<file path="config.mk">
export PLATFORM = sky130hd
export DESIGN_NAME = touch_gesture_recognizer_flat
export DESIGN_NICKNAME = d
export VERILOG_FILES = /design/src/sv/tgr_pkg.sv /design/src/sv/tgr_poll_if.sv /design/src/sv/tgr_report_if.sv /design/src/sv/touch_gesture_recognizer.sv /design/src/sv/tgr_front.sv /design/src/sv/tgr_queue.sv /design/src/sv/tgr_back.sv /design/src/flat_wrapper.sv
export SDC_FILE = /design/constraint.sdc
export NUM_CORES = 2
export LEC_CHECK = 0
export ABC_CLOCK_PERIOD_IN_PS = 9800
export BUFFER_PORTS_ARGS = -buffer_cell sky130_fd_sc_hd__buf_2
export CAP_MARGIN = 20
export CORE_ASPECT_RATIO = 0.5
export CORE_UTILIZATION = 30
export CTS_BUF_LIST = sky130_fd_sc_hd__clkbuf_2
export CTS_CLUSTER_DIAMETER = 60
export DETAILED_ROUTE_END_ITERATION = 16
export PLACE_DENSITY_LB_ADDON = 0.15
export SLEW_MARGIN = 20
export SYNTH_ARGS = -nofsm -noshare
export SYNTH_HDL_FRONTEND = slang
export SYNTH_SLANG_ARGS = --single-unit
</file>
<file path="constraint.sdc">
create_clock -name clk -period 9.8 [get_ports clk]
set_clock_uncertainty 0.2 [all_clocks]
set_input_delay 0.49 -clock clk [delete_from_list [all_inputs] [get_ports clk]]
set_output_delay 0.49 -clock clk [all_outputs]
set_load 0.01 [all_outputs]
</file>
<file path="src/sv/tgr_pkg.sv">
// ----------------------------------------------------------------------------
// tgr_pkg
// Shared types and constants of the touch gesture recogniser.
// ----------------------------------------------------------------------------
package tgr_pkg;

	localparam int CFG_INDEX_W = 3;
	localparam int CFG_DATA_W  = 16;
	localparam int QUEUE_DEPTH = 2;

	// configuration register indexes
	localparam logic [CFG_INDEX_W-1:0] CFG_ROTATION      = 3'd0;
	localparam logic [CFG_INDEX_W-1:0] CFG_WAIT_FOR_IRQ  = 3'd1;
	localparam logic [CFG_INDEX_W-1:0] CFG_SWIPE_MIN     = 3'd2;
	localparam logic [CFG_INDEX_W-1:0] CFG_LONG_PRESS_MS = 3'd3;
	localparam logic [CFG_INDEX_W-1:0] CFG_TAP_MAX_MS    = 3'd4;
	localparam logic [CFG_INDEX_W-1:0] CFG_DOUBLE_TAP_MS = 3'd5;
	localparam logic [CFG_INDEX_W-1:0] CFG_TAP_RADIUS    = 3'd6;
	localparam logic [CFG_INDEX_W-1:0] CFG_SMOOTH_WEIGHT = 3'd7;

	// quarter-turn codes
	localparam logic [1:0] ROT_0   = 2'd0;
	localparam logic [1:0] ROT_90  = 2'd1;
	localparam logic [1:0] ROT_180 = 2'd2;
	localparam logic [1:0] ROT_270 = 2'd3;

	typedef enum logic [2:0] {
		GEST_NONE,
		GEST_TAP,
		GEST_DOUBLE_TAP,
		GEST_LONG_PRESS,
		GEST_LEFT,
		GEST_RIGHT,
		GEST_UP,
		GEST_DOWN
	} gesture_t;

	typedef struct packed {
		logic [1:0]  rotation;
		logic        wait_for_interrupt;
		logic [11:0] swipe_min_distance;
		logic [15:0] long_press_ms;
		logic [15:0] tap_max_ms;
		logic [15:0] double_tap_ms;
		logic [11:0] tap_radius;
		logic [3:0]  smooth_weight;
	} cfg_t;

	localparam cfg_t CFG_RESET = '{
		rotation:           2'd3,
		wait_for_interrupt: 1'b1,
		swipe_min_distance: 12'd30,
		long_press_ms:      16'd600,
		tap_max_ms:         16'd250,
		double_tap_ms:      16'd300,
		tap_radius:         12'd20,
		smooth_weight:      4'd6
	};

	// classified poll as it travels from front to back
	typedef struct packed {
		logic        ignored;
		logic        touched;
		logic [15:0] x;
		logic [15:0] y;
		logic [31:0] now;
	} item_t;

	typedef struct packed {
		logic [15:0] pos_x;
		logic [15:0] pos_y;
		logic        is_touched;
		logic        just_pressed;
		logic        just_released;
		logic        moved;
		gesture_t    gesture;
	} report_t;

	typedef enum logic [2:0] {
		SEQ_IDLE,
		SEQ_SUM,
		SEQ_MUL,
		SEQ_FIX,
		SEQ_COMMIT
	} seq_state_t;

endpackage

</file>
<file path="src/sv/tgr_poll_if.sv">
// ----------------------------------------------------------------------------
// tgr_poll_if
// Touch poll channel: valid/ready and the raw poll fields.
// ----------------------------------------------------------------------------
interface tgr_poll_if;
	logic        valid;
	logic        ready;
	logic        irq_seen;
	logic [3:0]  touch_points;
	logic [11:0] raw_x;
	logic [11:0] raw_y;
	logic [31:0] now_ms;

	modport source (output valid, irq_seen, touch_points, raw_x, raw_y, now_ms, input ready);
	modport sink (input valid, irq_seen, touch_points, raw_x, raw_y, now_ms, output ready);
endinterface

</file>
<file path="src/sv/tgr_report_if.sv">
// ----------------------------------------------------------------------------
// tgr_report_if
// Gesture report channel: valid/ready and the event fields.
// ----------------------------------------------------------------------------
interface tgr_report_if;
	logic        valid;
	logic        ready;
	logic [15:0] pos_x;
	logic [15:0] pos_y;
	logic        is_touched;
	logic        just_pressed;
	logic        just_released;
	logic        moved;
	logic [2:0]  gesture;

	modport source (output valid, pos_x, pos_y, is_touched, just_pressed, just_released,
		moved, gesture, input ready);
	modport sink (input valid, pos_x, pos_y, is_touched, just_pressed, just_released,
		moved, gesture, output ready);
endinterface

</file>
<file path="src/sv/touch_gesture_recognizer.sv">
// ----------------------------------------------------------------------------
// touch_gesture_recognizer
// Touch poll to gesture event converter with rotation and smoothing.
// ----------------------------------------------------------------------------
// Every accepted poll beat yields exactly one report beat, in order. The back
// end sequencer works each poll through four steps (smoothing sums, reciprocal
// multiply, quotient fix-up, decision and commit) and takes the next poll
// from the queue only when it commits the current one. The front end keeps
// accepting into a two-entry queue while a poll is being worked and a finished
// report waits in the output register. Configuration writes must only be
// issued while nothing is in flight.
module touch_gesture_recognizer #(
	parameter int PANEL_WIDTH        = 240,
	parameter int PANEL_HEIGHT       = 320,
	parameter int SMOOTH_DENOMINATOR = 8
) (
	input  logic                              clk,
	input  logic                              arst_n,
	tgr_poll_if.sink                          poll,
	tgr_report_if.source                      report,
	input  logic                              cfg_we,
	input  logic [tgr_pkg::CFG_INDEX_W-1:0]   cfg_index,
	input  logic [tgr_pkg::CFG_DATA_W-1:0]    cfg_data
);

	tgr_pkg::cfg_t  cfg_q;
	logic           q_ready, q_push, q_pop, q_valid;
	tgr_pkg::item_t push_item, head_item;

	always_ff @(posedge clk or negedge arst_n) begin
		if (!arst_n) begin
			cfg_q <= tgr_pkg::CFG_RESET;
		end else if (cfg_we) begin
			unique case (cfg_index)
				tgr_pkg::CFG_ROTATION:      cfg_q.rotation           <= cfg_data[1:0];
				tgr_pkg::CFG_WAIT_FOR_IRQ:  cfg_q.wait_for_interrupt <= cfg_data[0];
				tgr_pkg::CFG_SWIPE_MIN:     cfg_q.swipe_min_distance <= cfg_data[11:0];
				tgr_pkg::CFG_LONG_PRESS_MS: cfg_q.long_press_ms      <= cfg_data;
				tgr_pkg::CFG_TAP_MAX_MS:    cfg_q.tap_max_ms         <= cfg_data;
				tgr_pkg::CFG_DOUBLE_TAP_MS: cfg_q.double_tap_ms      <= cfg_data;
				tgr_pkg::CFG_TAP_RADIUS:    cfg_q.tap_radius         <= cfg_data[11:0];
				tgr_pkg::CFG_SMOOTH_WEIGHT: cfg_q.smooth_weight      <= cfg_data[3:0];
			endcase
		end
	end

	tgr_front #(
		.PANEL_WIDTH  (PANEL_WIDTH),
		.PANEL_HEIGHT (PANEL_HEIGHT)
	) u_front (
		.poll    (poll),
		.cfg     (cfg_q),
		.q_ready (q_ready),
		.q_push  (q_push),
		.q_item  (push_item)
	);

	tgr_queue u_queue (
		.clk        (clk),
		.arst_n     (arst_n),
		.push       (q_push),
		.push_item  (push_item),
		.push_ready (q_ready),
		.pop        (q_pop),
		.head_valid (q_valid),
		.head_item  (head_item)
	);

	tgr_back #(
		.SMOOTH_DENOMINATOR (SMOOTH_DENOMINATOR)
	) u_back (
		.clk     (clk),
		.arst_n  (arst_n),
		.cfg     (cfg_q),
		.q_valid (q_valid),
		.q_item  (head_item),
		.q_pop   (q_pop),
		.report  (report)
	);

endmodule

</file>
<file path="src/sv/tgr_front.sv">
// ----------------------------------------------------------------------------
// tgr_front
// Accepts polls, applies interrupt gating and rotation, pushes to the queue.
// ----------------------------------------------------------------------------
module tgr_front #(
	parameter int PANEL_WIDTH  = 240,
	parameter int PANEL_HEIGHT = 320
) (
	tgr_poll_if.sink        poll,
	input  tgr_pkg::cfg_t   cfg,
	input  logic            q_ready,
	output logic            q_push,
	output tgr_pkg::item_t  q_item
);

	localparam logic [15:0] PW16 = 16'(PANEL_WIDTH);
	localparam logic [15:0] PH16 = 16'(PANEL_HEIGHT);

	logic [15:0] rx16;
	logic [15:0] ry16;

	assign poll.ready = q_ready;
	assign q_push     = poll.valid && q_ready;

	assign rx16 = {4'd0, poll.raw_x};
	assign ry16 = {4'd0, poll.raw_y};

	always_comb begin
		q_item.ignored = cfg.wait_for_interrupt && !poll.irq_seen;
		q_item.touched = (poll.touch_points != 4'd0);
		q_item.now     = poll.now_ms;
		// panel offsets wrap at 16 bits
		unique case (cfg.rotation)
			tgr_pkg::ROT_0: begin
				q_item.x = rx16;
				q_item.y = ry16;
			end
			tgr_pkg::ROT_90: begin
				q_item.x = ry16;
				q_item.y = PW16 - rx16;
			end
			tgr_pkg::ROT_180: begin
				q_item.x = PW16 - rx16;
				q_item.y = PH16 - ry16;
			end
			tgr_pkg::ROT_270: begin
				q_item.x = PH16 - ry16;
				q_item.y = rx16;
			end
		endcase
	end

endmodule

</file>
<file path="src/sv/tgr_queue.sv">
// ----------------------------------------------------------------------------
// tgr_queue
// Short FIFO of classified polls between front and back.
// ----------------------------------------------------------------------------
module tgr_queue (
	input  logic            clk,
	input  logic            arst_n,
	input  logic            push,
	input  tgr_pkg::item_t  push_item,
	output logic            push_ready,
	input  logic            pop,
	output logic            head_valid,
	output tgr_pkg::item_t  head_item
);

	localparam int DEPTH = tgr_pkg::QUEUE_DEPTH;
	localparam int PW    = (DEPTH > 1) ? $clog2(DEPTH) : 1;
	localparam int CW    = $clog2(DEPTH + 1);

	tgr_pkg::item_t mem_q [DEPTH];
	logic [PW-1:0]  wr_ptr_q;
	logic [PW-1:0]  rd_ptr_q;
	logic [CW-1:0]  count_q;

	function automatic logic [PW-1:0] ptr_next(input logic [PW-1:0] p);
		return (p == PW'(DEPTH - 1)) ? '0 : p + PW'(1);
	endfunction

	assign push_ready = (count_q != CW'(DEPTH));
	assign head_valid = (count_q != '0);
	assign head_item  = mem_q[rd_ptr_q];

	always_ff @(posedge clk) begin
		if (push) begin
			mem_q[wr_ptr_q] <= push_item;
		end
	end

	always_ff @(posedge clk or negedge arst_n) begin
		if (!arst_n) begin
			wr_ptr_q <= '0;
			rd_ptr_q <= '0;
			count_q  <= '0;
		end else begin
			if (push) begin
				wr_ptr_q <= ptr_next(wr_ptr_q);
			end
			if (pop) begin
				rd_ptr_q <= ptr_next(rd_ptr_q);
			end
			count_q <= count_q + CW'(push) - CW'(pop);
		end
	end

endmodule

</file>
<file path="src/sv/tgr_back.sv">
// ----------------------------------------------------------------------------
// tgr_back
// Four-step sequencer: smoothing sums, reciprocal multiply, quotient fix-up,
// then gesture decision, state update and report register.
// ----------------------------------------------------------------------------
module tgr_back #(
	parameter int SMOOTH_DENOMINATOR = 8
) (
	input  logic            clk,
	input  logic            arst_n,
	input  tgr_pkg::cfg_t   cfg,
	input  logic            q_valid,
	input  tgr_pkg::item_t  q_item,
	output logic            q_pop,
	tgr_report_if.source    report
);

	localparam int DW = $clog2(SMOOTH_DENOMINATOR + 1);
	localparam int WW = (DW > 4) ? DW : 4;
	localparam int NW = 16 + DW;
	// floor(2^NW / D): estimate is at most one below the true quotient
	localparam logic [NW-1:0] RECIP = NW'((64'd1 << NW) / SMOOTH_DENOMINATOR);
	localparam logic [WW-1:0] DEN_W = WW'(SMOOTH_DENOMINATOR);
	localparam logic [NW-1:0] DEN_N = NW'(SMOOTH_DENOMINATOR);

	function automatic logic [15:0] abs_diff(input logic [15:0] a, input logic [15:0] b);
		return (a > b) ? a - b : b - a;
	endfunction

	tgr_pkg::seq_state_t state_q, state_d;
	logic commit_ok;
	logic do_commit;

	tgr_pkg::item_t item_q;

	// gesture state
	logic        was_touched_q;
	logic [15:0] last_x_q, last_y_q;
	logic [15:0] smoothed_x_q, smoothed_y_q;
	logic [15:0] press_x_q, press_y_q;
	logic [31:0] press_time_q;
	logic        long_seen_q;
	logic        tap_wait_q;
	logic [31:0] tap_time_q;

	// per-beat working registers
	logic [NW-1:0] nx_q, ny_q;
	logic [15:0]   ax_q, ay_q;
	logic          same_q, tap_fast_q, dtap_in_q, long_due_q;
	logic [15:0]   qx_q, qy_q;
	logic [15:0]   smx_q, smy_q;

	logic                   rpt_valid_q;
	tgr_pkg::report_t       rpt_q;

	// ---------------- sequencer ----------------
	assign commit_ok = !rpt_valid_q || report.ready;

	always_comb begin
		state_d = state_q;
		unique case (state_q)
			tgr_pkg::SEQ_IDLE: begin
				if (q_valid) state_d = tgr_pkg::SEQ_SUM;
			end
			tgr_pkg::SEQ_SUM:  state_d = tgr_pkg::SEQ_MUL;
			tgr_pkg::SEQ_MUL:  state_d = tgr_pkg::SEQ_FIX;
			tgr_pkg::SEQ_FIX:  state_d = tgr_pkg::SEQ_COMMIT;
			tgr_pkg::SEQ_COMMIT: begin
				if (commit_ok) state_d = q_valid ? tgr_pkg::SEQ_SUM : tgr_pkg::SEQ_IDLE;
			end
			default: state_d = tgr_pkg::SEQ_IDLE;
		endcase
	end

	always_comb begin
		do_commit = (state_q == tgr_pkg::SEQ_COMMIT) && commit_ok;
		q_pop     = q_valid && ((state_q == tgr_pkg::SEQ_IDLE) || do_commit);
	end

	always_ff @(posedge clk or negedge arst_n) begin
		if (!arst_n) begin
			state_q <= tgr_pkg::SEQ_IDLE;
		end else begin
			state_q <= state_d;
		end
	end

	always_ff @(posedge clk) begin
		if (q_pop) begin
			item_q <= q_item;
		end
	end

	// ---------------- sum step ----------------
	logic [WW-1:0] sw, w, dmw;
	logic [NW-1:0] nx_d, ny_d;
	logic [31:0]   dt_press, dt_tap;
	logic [15:0]   ax_d, ay_d;
	logic          press_now;

	always_comb begin
		sw   = WW'(cfg.smooth_weight);
		w    = (sw > DEN_W) ? DEN_W : sw;
		dmw  = DEN_W - w;
		nx_d = NW'(smoothed_x_q) * NW'(w) + NW'(item_q.x) * NW'(dmw);
		ny_d = NW'(smoothed_y_q) * NW'(w) + NW'(item_q.y) * NW'(dmw);
		dt_press  = item_q.now - press_time_q;
		dt_tap    = item_q.now - tap_time_q;
		ax_d      = abs_diff(last_x_q, press_x_q);
		ay_d      = abs_diff(last_y_q, press_y_q);
		press_now = item_q.touched && !was_touched_q;
	end

	always_ff @(posedge clk) begin
		if (state_q == tgr_pkg::SEQ_SUM) begin
			nx_q       <= nx_d;
			ny_q       <= ny_d;
			ax_q       <= ax_d;
			ay_q       <= ay_d;
			same_q     <= (ax_d < {4'd0, cfg.tap_radius}) && (ay_d < {4'd0, cfg.tap_radius});
			tap_fast_q <= dt_press < {16'd0, cfg.tap_max_ms};
			dtap_in_q  <= dt_tap < {16'd0, cfg.double_tap_ms};
			// a fresh press restarts the hold timer at zero
			long_due_q <= press_now ? (cfg.long_press_ms == 16'd0)
				: (dt_press >= {16'd0, cfg.long_press_ms});
		end
	end

	// ---------------- reciprocal multiply ----------------
	logic [2*NW-1:0] prod_x, prod_y;

	assign prod_x = (2*NW)'(nx_q) * (2*NW)'(RECIP);
	assign prod_y = (2*NW)'(ny_q) * (2*NW)'(RECIP);

	always_ff @(posedge clk) begin
		if (state_q == tgr_pkg::SEQ_MUL) begin
			qx_q <= prod_x[NW+15:NW];
			qy_q <= prod_y[NW+15:NW];
		end
	end

	// ---------------- quotient fix-up ----------------
	logic [NW-1:0] rem_x, rem_y;

	assign rem_x = nx_q - NW'(qx_q) * DEN_N;
	assign rem_y = ny_q - NW'(qy_q) * DEN_N;

	always_ff @(posedge clk) begin
		if (state_q == tgr_pkg::SEQ_FIX) begin
			smx_q <= (rem_x >= DEN_N) ? qx_q + 16'd1 : qx_q;
			smy_q <= (rem_y >= DEN_N) ? qy_q + 16'd1 : qy_q;
		end
	end

	// ---------------- decision ----------------
	logic        was_d, long_d, tap_wait_d;
	logic [15:0] last_x_d, last_y_d, sm_x_d, sm_y_d, press_x_d, press_y_d;
	logic [31:0] press_time_d, tap_time_d;
	tgr_pkg::report_t rpt_d;
	logic [15:0] smd16;
	logic        press, release_now, still, lps_eff, done;

	always_comb begin
		was_d        = was_touched_q;
		long_d       = long_seen_q;
		tap_wait_d   = tap_wait_q;
		last_x_d     = last_x_q;
		last_y_d     = last_y_q;
		sm_x_d       = smoothed_x_q;
		sm_y_d       = smoothed_y_q;
		press_x_d    = press_x_q;
		press_y_d    = press_y_q;
		press_time_d = press_time_q;
		tap_time_d   = tap_time_q;
		smd16        = {4'd0, cfg.swipe_min_distance};
		press        = item_q.touched && !was_touched_q;
		release_now  = !item_q.touched && was_touched_q;
		still        = (abs_diff(smx_q, item_q.x) < smd16) && (abs_diff(smy_q, item_q.y) < smd16);
		lps_eff      = press ? 1'b0 : long_seen_q;
		done         = 1'b0;

		rpt_d.pos_x         = item_q.touched ? item_q.x : last_x_q;
		rpt_d.pos_y         = item_q.touched ? item_q.y : last_y_q;
		rpt_d.is_touched    = item_q.touched;
		rpt_d.just_pressed  = press;
		rpt_d.just_released = release_now;
		rpt_d.moved         = 1'b0;
		rpt_d.gesture       = tgr_pkg::GEST_NONE;

		if (item_q.ignored) begin
			rpt_d = '0;
		end else begin
			if (item_q.touched) begin
				was_d    = 1'b1;
				last_x_d = item_q.x;
				last_y_d = item_q.y;
				sm_x_d   = smx_q;
				sm_y_d   = smy_q;
				long_d   = lps_eff;
				if (press) begin
					press_x_d    = item_q.x;
					press_y_d    = item_q.y;
					press_time_d = item_q.now;
				end
				if (!lps_eff && still && long_due_q) begin
					long_d        = 1'b1;
					rpt_d.gesture = tgr_pkg::GEST_LONG_PRESS;
				end else begin
					rpt_d.moved = 1'b1;
				end
			end
			if (release_now) begin
				was_d = 1'b0;
				if ((ax_q > smd16) || (ay_q > smd16)) begin
					done = 1'b1;
					if (ax_q > ay_q) begin
						rpt_d.gesture = (last_x_q > press_x_q) ? tgr_pkg::GEST_RIGHT
							: tgr_pkg::GEST_LEFT;
					end else begin
						rpt_d.gesture = (last_y_q > press_y_q) ? tgr_pkg::GEST_DOWN
							: tgr_pkg::GEST_UP;
					end
				end else if (tap_fast_q && !long_seen_q) begin
					done = 1'b1;
					if (tap_wait_q && dtap_in_q && same_q) begin
						tap_wait_d    = 1'b0;
						rpt_d.gesture = tgr_pkg::GEST_DOUBLE_TAP;
					end else begin
						// report this tap and arm the double-tap window in case a second one follows
						tap_wait_d    = 1'b1;
						tap_time_d    = item_q.now;
						last_x_d      = press_x_q;
						last_y_d      = press_y_q;
						rpt_d.gesture = tgr_pkg::GEST_TAP;
					end
				end
			end
			// window expired: end the wait and report a tap, may override a long press
			if (!done && tap_wait_q && !dtap_in_q) begin
				tap_wait_d    = 1'b0;
				rpt_d.gesture = tgr_pkg::GEST_TAP;
			end
		end
	end

	always_ff @(posedge clk or negedge arst_n) begin
		if (!arst_n) begin
			was_touched_q <= 1'b0;
			last_x_q      <= '0;
			last_y_q      <= '0;
			smoothed_x_q  <= '0;
			smoothed_y_q  <= '0;
			press_x_q     <= '0;
			press_y_q     <= '0;
			press_time_q  <= '0;
			long_seen_q   <= 1'b0;
			tap_wait_q    <= 1'b0;
			tap_time_q    <= '0;
		end else if (do_commit) begin
			was_touched_q <= was_d;
			last_x_q      <= last_x_d;
			last_y_q      <= last_y_d;
			smoothed_x_q  <= sm_x_d;
			smoothed_y_q  <= sm_y_d;
			press_x_q     <= press_x_d;
			press_y_q     <= press_y_d;
			press_time_q  <= press_time_d;
			long_seen_q   <= long_d;
			tap_wait_q    <= tap_wait_d;
			tap_time_q    <= tap_time_d;
		end
	end

	// ---------------- report register ----------------
	always_ff @(posedge clk or negedge arst_n) begin
		if (!arst_n) begin
			rpt_valid_q <= 1'b0;
		end else if (do_commit) begin
			rpt_valid_q <= 1'b1;
		end else if (report.ready) begin
			rpt_valid_q <= 1'b0;
		end
	end

	always_ff @(posedge clk) begin
		if (do_commit) begin
			rpt_q <= rpt_d;
		end
	end

	assign report.valid         = rpt_valid_q;
	assign report.pos_x         = rpt_q.pos_x;
	assign report.pos_y         = rpt_q.pos_y;
	assign report.is_touched    = rpt_q.is_touched;
	assign report.just_pressed  = rpt_q.just_pressed;
	assign report.just_released = rpt_q.just_released;
	assign report.moved         = rpt_q.moved;
	assign report.gesture       = rpt_q.gesture;

endmodule

</file>
<file path="src/flat_wrapper.sv">
// flat-port wrapper written by rule: the top's interface ports become plain ports
module touch_gesture_recognizer_flat 
#(
	parameter int PANEL_WIDTH        = 240,
	parameter int PANEL_HEIGHT       = 320,
	parameter int SMOOTH_DENOMINATOR = 8
)
  (clk, arst_n, cfg_we, cfg_index, cfg_data, poll_valid, poll_irq_seen, poll_touch_points, poll_raw_x, poll_raw_y, poll_now_ms, poll_ready, report_valid, report_pos_x, report_pos_y, report_is_touched, report_just_pressed, report_just_released, report_moved, report_gesture, report_ready);
  tgr_poll_if poll_i ();
  tgr_report_if report_i ();
  input  logic clk;
  input  logic arst_n;
  input  logic cfg_we;
  input  logic [tgr_pkg::CFG_INDEX_W-1:0] cfg_index;
  input  logic [tgr_pkg::CFG_DATA_W-1:0] cfg_data;
  input wire logic [$bits(poll_i.valid)-1:0] poll_valid;
  input wire logic [$bits(poll_i.irq_seen)-1:0] poll_irq_seen;
  input wire logic [$bits(poll_i.touch_points)-1:0] poll_touch_points;
  input wire logic [$bits(poll_i.raw_x)-1:0] poll_raw_x;
  input wire logic [$bits(poll_i.raw_y)-1:0] poll_raw_y;
  input wire logic [$bits(poll_i.now_ms)-1:0] poll_now_ms;
  output wire logic [$bits(poll_i.ready)-1:0] poll_ready;
  output wire logic [$bits(report_i.valid)-1:0] report_valid;
  output wire logic [$bits(report_i.pos_x)-1:0] report_pos_x;
  output wire logic [$bits(report_i.pos_y)-1:0] report_pos_y;
  output wire logic [$bits(report_i.is_touched)-1:0] report_is_touched;
  output wire logic [$bits(report_i.just_pressed)-1:0] report_just_pressed;
  output wire logic [$bits(report_i.just_released)-1:0] report_just_released;
  output wire logic [$bits(report_i.moved)-1:0] report_moved;
  output wire logic [$bits(report_i.gesture)-1:0] report_gesture;
  input wire logic [$bits(report_i.ready)-1:0] report_ready;
  assign poll_i.valid = poll_valid;
  assign poll_i.irq_seen = poll_irq_seen;
  assign poll_i.touch_points = poll_touch_points;
  assign poll_i.raw_x = poll_raw_x;
  assign poll_i.raw_y = poll_raw_y;
  assign poll_i.now_ms = poll_now_ms;
  assign poll_ready = poll_i.ready;
  assign report_valid = report_i.valid;
  assign report_pos_x = report_i.pos_x;
  assign report_pos_y = report_i.pos_y;
  assign report_is_touched = report_i.is_touched;
  assign report_just_pressed = report_i.just_pressed;
  assign report_just_released = report_i.just_released;
  assign report_moved = report_i.moved;
  assign report_gesture = report_i.gesture;
  assign report_i.ready = report_ready;
  touch_gesture_recognizer #(.PANEL_WIDTH(PANEL_WIDTH), .PANEL_HEIGHT(PANEL_HEIGHT), .SMOOTH_DENOMINATOR(SMOOTH_DENOMINATOR)) u_core (.clk(clk), .arst_n(arst_n), .poll(poll_i), .report(report_i), .cfg_we(cfg_we), .cfg_index(cfg_index), .cfg_data(cfg_data));
endmodule
</file>
==> results.yml <==
place:
  place_ws_ps: 2390
  dp_hpwl_um: 105000
  place_inst: 6425
  gp_congestion: 0.878
  portBuffers: 125
worst_setup_path:
  cp_data_arrival_time_ps: 8450
  cp-end-kind: "flip-flop"
  worstPathRequired_ps: 10740
  path_cells: "nor2b_2 > buf_4 > inv_1 > ha_1 > nand2_1 > fa_1 > fa_1 > fa_1 > fa_1 > inv_1 > ha_1 > a21o_1 > a21oi_1 > o21ai_0 > o41ai_1 > o21bai_1 > o21ai_0 > o21ai_0 > nor3_1 > o21bai_1 > xnor2_1"
  ff2ff_setup_slack_ps: 2290
  crit_top_cell: "fa_1"
  timing.rr.start: "u_core.cfg_q[1]"
  path_class: "reg2reg"
  crit_slowest_cell: "ha_1"
  slowest_delay_ps: 790
  ff2ff_path_depth: 21
  start_kind: "flip-flop"
  reg2reg_to: "u_core.u_back.nx_q[19]"
  path_max_fanout: 33
finish:
  post-route-util_pct: 35.3
  final_cells: 7007
  drive_gt1_share_pct: 13.7
  area.growth.synth_to_final_pct: 16.1
  final_common_cell: "inv_1"
  mostFrequentLayoutCells: "inv_1 (584), ha_1 (421), edfxtp_1 (353)"
  final_nets: 5584
floorplan:
  pin_count: 126
  fp-row-count: 99
  die_h_um: 275
  chipWidth_um: 548
  core-area_um2: 147000
  dieArea_um2: 150000
  start_util_pct: 30.4
clock_tree:
  clock_latency_ps: 1510
  post_cts_resized: 0
  post-cts-setup-buffers: 0
  tritoncts: "done"
  ctsRootBufferMaster: "clkbuf_2"
  clkTransAtPathRegs_ps: 120
  cts.sinks: 597
  clock_path_buffers: 3
  htreeDepth: 4
  cts_inserted_buffers: 155
timing:
  rsz0062_at_grt: "false"
  worst_pin_slew_ps: 1090
  setup_viol_count_final: 0
  final_hold_viol_count: 0
  max_freq_mhz: 133
  fin_setup_tns_ps: 0
  max_slew_margin_pct: 26.9
  worst_slack_ps: 2290
  period_share_pct: 76.7
  maxSlewViolCount: 0
  period_minus_slack_ps: 7510
yosys:
  ys_seq_elements: 597
  synth_enable_flop_cells: 353
  syn_area_um2: 44600
  avgSynthCellArea_um2: 10.0
  synth_cell_type_count: 96
  syn_inst: 4445
  ys_warn_count: 0
  syn-num-nets: 5139
  async_flop_share_pct: 40.9
  ys.flop_type: "edfxtp_1"
  synth_seq_area_share_pct: 37.5
grt:
  use_met2_pct: 28.3
  use_met3_pct: 4.20
  grt_pass1_vias: 35000
  grt_max_degree: 75
  grt_remaining_overflow: 0
  grt_use_total_pct: 18.6
  use_met1_pct: 26.1
  top_usage_layer: "met2"
  antenna_found_initial: 21
  grt_pass1_wl_um: 213000
route:
  vias_per_cell: 4.93
  first_pass_iters: 6
  drt-initial-drc-count: 2226
  antenna_left: 0
  drcViolationCount: 0
  vias: 34600
  finalWirelength_um: 140000
  avgRoutedWirePerCell_um: 19.9
min_path:
  hold_depth: 0
  worstHoldStart: "u_core.u_back.nx_q[6]"
  hp-class: "reg2reg"
  whs_endpoint: "u_core.u_back.qx_q[3]"
outcome:
  run_status: "finished, final reports clean"
power:
  power_density_nw_per_um2: 385
  leakagePower_nw: 22.4
  max-vdd-ir-drop_v: 0.000148
flow_run:
  cap_viol_max_count: 0
-- how the worst max path moves through the flow --
| stage | from | end | cells past startpoint |
|---|---|---|---|
| after global routing | u_core.cfg_q[1] | u_core.u_back.nx_q[19] | 21 |
| after floorplan | u_core.cfg_q[3] | u_core.u_back.nx_q[19] | 25 |
| after detailed placement | u_core.cfg_q[1] | u_core.u_back.nx_q[19] | 21 |
| after global placement | u_core.cfg_q[1] | u_core.u_back.nx_q[19] | 21 |
| final | u_core.cfg_q[1] | u_core.u_back.nx_q[19] | 21 |
| after CTS | u_core.cfg_q[1] | u_core.u_back.nx_q[19] | 21 |
-- logic make-up after synthesis --
group                      after synthesis  synth area share (%)
xor gates and xnor gates               180                  3.55
adders and majority gates              609                  20.2
buffers and inverters                  735                  6.27
muxes                                  260                  6.43
AOI/OAI and AO/OA                      966                  13.8
DFF                                    597                  37.5
and+or+nand+nor                       1098                  12.2
-- metal layers --
metal	vias to the layer above	wire [um]	share of wire, %
met5	-	89	0.064
met4	14	3440	2.5
met3	212	8110	5.8
met2	805	59500	43
met1	17000	68500	49
li1	16500	-	-
-- stage by stage --
stage	area (um^2)	total power [mW]	hold slack [ps]
after global placement	47500	17.8	271
after detailed placement	47500	17.9	266
after global routing	51800	22.0	139
after CTS	51800	20.1	1.42
after floorplan	44600	14.1	-5.59
final	51800	20.0	267
-- Yosys cell counts, types with 32 or more instances --
library cell	count	area share, %
inv_1	585	4.9
ha_1	421	12
edfxtp_1	353	24
nand2_1	338	2.8
o21ai_0	255	2.9
a21oi_1	252	2.8
dfrtp_1	219	12
nor2_1	213	1.8
fa_1	188	8.4
mux2_2	185	4.7
and2_1	157	2.2
xnor2_1	132	2.6
clkbuf_1	114	0.96
a21o_1	92	1.5
mux2i_1	72	1.6
nor3_1	71	0.80
nand3_1	65	0.73
nor2b_1	51	0.71
xor2_1	47	0.92
nand4_1	43	0.60
nand2b_1	41	0.57
o21a_1	35	0.59
o21bai_1	32	0.54
o22ai_1	32	0.45
-- flip-flops by register name (all words and copies together) (netlist names), 17 cells and up --
signal,cells
u_core.u_back.nx_q,17
u_core.u_queue.mem_q,120
u_core.u_back.ny_q,17
u_core.cfg_q,79
u_core.u_back.tap_time_q,32
u_core.u_back.press_time_q,32
u_core.u_back.item_q,60
-- worst max-delay path: cells and delay by family, from the launching register on --
| family | cells | cell delay (ps) |
|---|---|---|
| buffers and inverters | 3 | 530 |
| adder cells (fa/ha/maj) | 6 | 3220 |
| AO/OA/AOI/OAI | 8 | 2080 |
| XOR/XNOR | 1 | 130 |
| AND/OR/NAND/NOR | 3 | 460 |
| flip-flops | 1 | 570 |
-- layout make-up --
type / count / area, um^2
multi-input cells: 3113 / 25200
fillers: 15000 / 95000
repair buffers: 437 / 3680
diodes: 15 / 37.5
inverters: 586 / 2200
clock buffers: 239 / 1200
clock inverters: 51 / 298
well taps: 1969 / 2460
flip-flops and latches: 597 / 16700
-- repair_timing --
action	CTS	global route
endpoints found under the setup margin	0	0
hold buffers	276	0
hold endpoints to repair	714	0
-- power breakdown --
group | switching, mW | total, mW | internal (mW)
combinational | 7.84 | 13.2 | 5.35
sequential | 0.896 | 4.90 | 4.00
clock | 1.19 | 1.89 | 0.700
Note: power is estimated with default switching activity, not from simulation.
